--- src/c2dsp_pkg.sv ---
// shared constants, codes and command/status types of the padded-window convolver
`timescale 1ns / 1ps
package c2dsp_pkg;

	// default sizing of the block
	localparam int DEF_MAX_KERNEL = 9;
	localparam int DEF_MAX_WIDTH  = 1024;
	localparam int DEF_MAX_HEIGHT = 1024;

	// field widths
	localparam int COEF_IDX_W = 7;
	localparam int SAMPLE_W   = 16;
	localparam int SUM_W      = 40;
	localparam int OUT_POS_W  = 10;
	localparam int PROD_W     = 2 * SAMPLE_W;

	// configuration registers
	localparam int KSIZE_W   = 4;
	localparam int IMG_DIM_W = 11;
	localparam int CFG_DATA_W = 11;
	localparam int CFG_IDX_W  = 2;

	localparam logic [KSIZE_W-1:0]   KSIZE_RST  = KSIZE_W'(3);
	localparam logic [IMG_DIM_W-1:0] WIDTH_RST  = IMG_DIM_W'(1024);
	localparam logic [IMG_DIM_W-1:0] HEIGHT_RST = IMG_DIM_W'(1024);

	typedef enum logic [CFG_IDX_W-1:0] {
		REG_KSIZE  = 2'd0,
		REG_WIDTH  = 2'd1,
		REG_HEIGHT = 2'd2
	} cfg_reg_t;

	// item commands
	localparam logic CMD_COEF  = 1'b0;
	localparam logic CMD_PIXEL = 1'b1;

	// controller to datapath
	typedef struct packed {
		logic take;     // input transaction accepted
		logic step;     // issue one tap read
		logic load_out; // move window sum to output register
	} dp_cmd_t;

	// datapath to controller
	typedef struct packed {
		logic win_hit;    // current pixel completes an in-range window
		logic issue_last; // tap read being issued is the last of the window
		logic pipe_busy;  // multiply/accumulate pipe still holds taps
		logic out_free;   // output register can take a new result
	} dp_sts_t;

endpackage

--- src/c2dsp_ctrl.sv ---
// controller state machine: accept, tap issue, drain and result hand-off
`timescale 1ns / 1ps
module c2dsp_ctrl (
	input  logic              clk,
	input  logic              arst_n,
	input  logic              in_valid,
	output logic              in_stall,
	input  c2dsp_pkg::dp_sts_t sts,
	output c2dsp_pkg::dp_cmd_t dcmd
);
	import c2dsp_pkg::*;

	typedef enum logic [1:0] {
		ST_IDLE,
		ST_RUN,
		ST_DRAIN
	} state_t;

	state_t state_q;
	logic   take;

	assign in_stall = (state_q != ST_IDLE);
	assign take     = in_valid && !in_stall;

	always_comb begin
		dcmd.take     = take;
		dcmd.step     = (state_q == ST_RUN);
		dcmd.load_out = (state_q == ST_DRAIN) && !sts.pipe_busy && sts.out_free;
	end

	always_ff @(posedge clk or negedge arst_n) begin
		if (!arst_n) begin
			state_q <= ST_IDLE;
		end else begin
			unique case (state_q)
				ST_IDLE: begin
					if (take && sts.win_hit) state_q <= ST_RUN;
				end
				ST_RUN: begin
					if (sts.issue_last) state_q <= ST_DRAIN;
				end
				ST_DRAIN: begin
					if (!sts.pipe_busy && sts.out_free) state_q <= ST_IDLE;
				end
				default: state_q <= ST_IDLE;
			endcase
		end
	end

	a_run_to_drain: assert property (@(posedge clk) disable iff (!arst_n)
		(state_q == ST_RUN && sts.issue_last) |=> state_q == ST_DRAIN)
		else $error("last tap issued but controller did not drain");

	a_hit_starts_run: assert property (@(posedge clk) disable iff (!arst_n)
		(take && sts.win_hit) |=> (state_q == ST_RUN && in_stall))
		else $error("window hit did not start tap issue");

endmodule

--- config.mk ---
export PLATFORM = sky130hd
export DESIGN_NAME = c2dsp_ctrl
export DESIGN_NICKNAME = d
export VERILOG_FILES = /design/src/c2dsp_pkg.sv /design/src/c2dsp_ctrl.sv
export SDC_FILE = /design/constraint.sdc
export NUM_CORES = 1
export LEC_CHECK = 0
export ABC_AREA = 1
export BUFFER_PORTS_ARGS = -buffer_cell sky130_fd_sc_hd__buf_2
export CAP_MARGIN = 20
export CORE_AREA = 2 2 39 41
export DETAILED_ROUTE_END_ITERATION = 8
export DIE_AREA = 0 0 41 43
export RECOVER_POWER = 50
export SYNTH_ARGS = -nofsm -noshare
export SYNTH_HDL_FRONTEND = slang
export SYNTH_SLANG_ARGS = --single-unit
--- constraint.sdc ---
create_clock -name clk -period 1.1 [get_ports clk]
set_clock_uncertainty 0.2 [all_clocks]
set_input_delay 0.165 -clock clk [delete_from_list [all_inputs] [get_ports clk]]
set_output_delay 0.165 -clock clk [all_outputs]
set_load 0.02 [all_outputs]
==> metrics.md <==
| Metric | Value |
|---|---|
| Max reg flops | `2` |
| Overall Power | `0.6201 mW` |
| H-tree levels | `1` |
| Startpoint Class | `flip-flop` |
| Synth Warn # | `0` |
| CTS sink count | `2` |
| Cells after Synth | `23` |
| Slowest CP cell | `dfrtp_1` |
| Layout area overhead | `87.72%` |
| Placed cell areas | `220.2 µm²` |
| First-pass GRT wire length | `496 µm` |
| Post-Layout Cell Count | `53` |
| CP Depth | `4` |
| Reg2reg end | `state_q[1]$_DFFE_PN0P_` |
| Failing checks | `negative setup slack` |
| Chip Height | `43 µm` |
| Number of buffers added on ports | `10` |
| GRT Resource Usage Total | `5.120%` |
| Setup ws final | `-0.2879 ns` |
| Placed cells | `49` |
| Clock Latency Late Sink | `0.22 ns` |
| Synth cell types | `9` |
| P per Cell Area | `2316 nW/µm²` |
| RSZ-0062 raised after global routing | `yes` |
| Final min period | `1.388 ns` |
| Peak supply drop | `0.0003994 V` |
| CP max stage delay | `0.41 ns` |
| Min-delay src | `sts[3]` |
| Core area | `1384 µm²` |
| Antenna Nets Post-Route | `0` |
| Nets | `46` |
| Setup-failing EPs final | `4` |
| Slew headroom | `89.31%` |
| Hold Crit Class | `in -> reg` |
| Final Hold Vio Count | `0` |
| CP Class | `reg -> out` |
| Max Slew Vio Count | `0` |
| Top-Level Pins | `11` |
| Postcts setup bufs | `0` |
| Num rows | `14` |
| Post-route cell area | `267.8 µm²` |
| Worst Path Buf+Inv | `2` |
| DR vias/cell | `3.283` |
| CTS tree | `yes` |
| Router iterations before antenna repair | `2` |
| Vias in the first global route | `164` |
| Leading cell type in the layout, fill and taps excluded | `nand2_1` |
| Critical Path RT | `0.73 ns` |
| Avg Synthesized Cell Area | `6.202 µm²` |
| Total number of vias | `174` |
| Root buffer cell | `clkbuf_4` |
| Routability cong. | `0.5520` |
| Share of cells above drive strength 1 | `45.95%` |
| Width of the die | `41 µm` |
| Outcome | `finished with violations` |
| Max-cap viol count | `0` |
| Initial DRC count | `3` |
| Hold Worst Slack | `0.03580 ns` |
| Setup crit end kind | `output pin` |
| Cell Area, Synth | `142.6 µm²` |
| Routed wire per std cell | `6.189 µm` |
| Worst slew pin tran | `0.1603 ns` |
| Crit-path cells | `nor2_2 -> inv_2 -> nor2_1 -> buf_4` |
| Util after Layout | `19.35%` |
| Hold Crit Endpoint | `state_q[0]$_DFFE_PN0P_` |
| Die area | `1763 µm²` |
| Reg2reg start | `state_q[0]$_DFFE_PN0P_` |
| Sequential area share after synthesis | `35.09%` |
| Yosys reg bits | `2` |
| Routed WL | `328 µm` |
| Post-DP HPWL | `273.4 µm` |
| Most frequent cells in the layout | `7 x nand2_1, 5 x buf_2, 4 x inv_1` |
| Top flop regs | `state_q: 2 flops` |
| Lkg Pwr | `0.1519 nW` |
| Clock buffer depth | `2` |
| CP arrival | `1.02 ns` |
| # DRC | `0` |
| Top Family by Delay on Critical Path | `flip-flops` |
| Grt ovf | `0` |
| Clock-pin slew on the worst setup and hold paths | `0.03 ns` |
| Final period util | `126.2%` |
| # diodes | `0` |
| Worst Hold Depth | `5` |
| Critical path peak fanout | `4` |
| R2R setup slack | `0.11 ns` |
| Number of buffers created by CTS | `3` |
| Largest net degree at the start of global routing | `5` |
| FMAX | `0.7205 GHz` |
| Post-Syn Nets | `30` |
| Reg with most FFs | `state_q` |
| Initial antenna violation count | `0` |
| Starting density of the core | `10.31%` |
| R2R cell count | `4` |
[cell type report]
cell class	count	area, µm²
fill	160	1116
clock buffer	3	22.52
timing repair buffer	12	82.58
multi-input combinational	14	70.07
sequential	2	50.05
tap	16	20.02
inverter	6	22.52
[cell families (layout without fill, tap and decap cells)]
group | after synthesis | after routing | share of synthesized area, %
flip-flops | 2 | 2 | 35.09
buffers and inverters | 7 | 21 | 21.05
AND/OR/NAND/NOR | 14 | 14 | 43.86
[metal layers]
layer | share of wire, % | track usage (%)
met5 | 0 | 0
met4 | 0 | 8.000
met3 | 11 | 4.712
met2 | 56 | 7.500
met1 | 33 | 1.929
[worst max path at each step]
| stage | startpoint | endpoint |
|---|---|---|
| floorplan | state_q[1]$_DFFE_PN0P_ | dcmd[2] |
| global placement | state_q[1]$_DFFE_PN0P_ | dcmd[2] |
| detailed placement | state_q[1]$_DFFE_PN0P_ | dcmd[2] |
| CTS | state_q[1]$_DFFE_PN0P_ | dcmd[2] |
| global route | state_q[1]$_DFFE_PN0P_ | dcmd[2] |
| finish | state_q[1]$_DFFE_PN0P_ | dcmd[2] |
[where the power goes]
group          switching [mW]  leakage, nW  internal (mW)
Combinational           0.189        0.112          0.133
Clock                  0.0400       0.0138          0.120
Sequential             0.0333       0.0261          0.104
Total                   0.263        0.152          0.357
[worst register-to-register path, cell delays in order, from the launching register on]
cell and delay [ns]:
dfrtp_1 0.38, buf_4 0.15, nor2_2 0.09, nand2_1 0.05, nand2_1 0.05
[stage by stage]
stage | setup slack, ns | setup TNS [ns]
2_1_floorplan | -0.09765 | -0.1122
3_3_place_gp | -0.09974 | -0.1657
3_5_place_dp | -0.1003 | -0.1763
4_1_cts | -0.3122 | -1.000
5_1_grt | -0.3434 | -1.135
6_report | -0.2879 | -0.9126
[synth_stat cells]
cell	n	share of area (%)
nand3b_1	1	5.3
inv_1	4	11
nor2_1	3	7.9
inv_2	2	5.3
nor2_2	2	8.8
nand2_1	7	18
buf_4	1	5.3
nand3_1	1	3.5
dfrtp_1	2	35
[timing repair]
action / CTS / global route
resized for setup: 4 / 0
setup endpoints to repair: 4 / 5
hold buffers: 2 / 0
pin swaps: 2 / 1
endpoints found under the hold margin: 3 / 0
No activity file was read; power rests on OpenSTA's default activity.
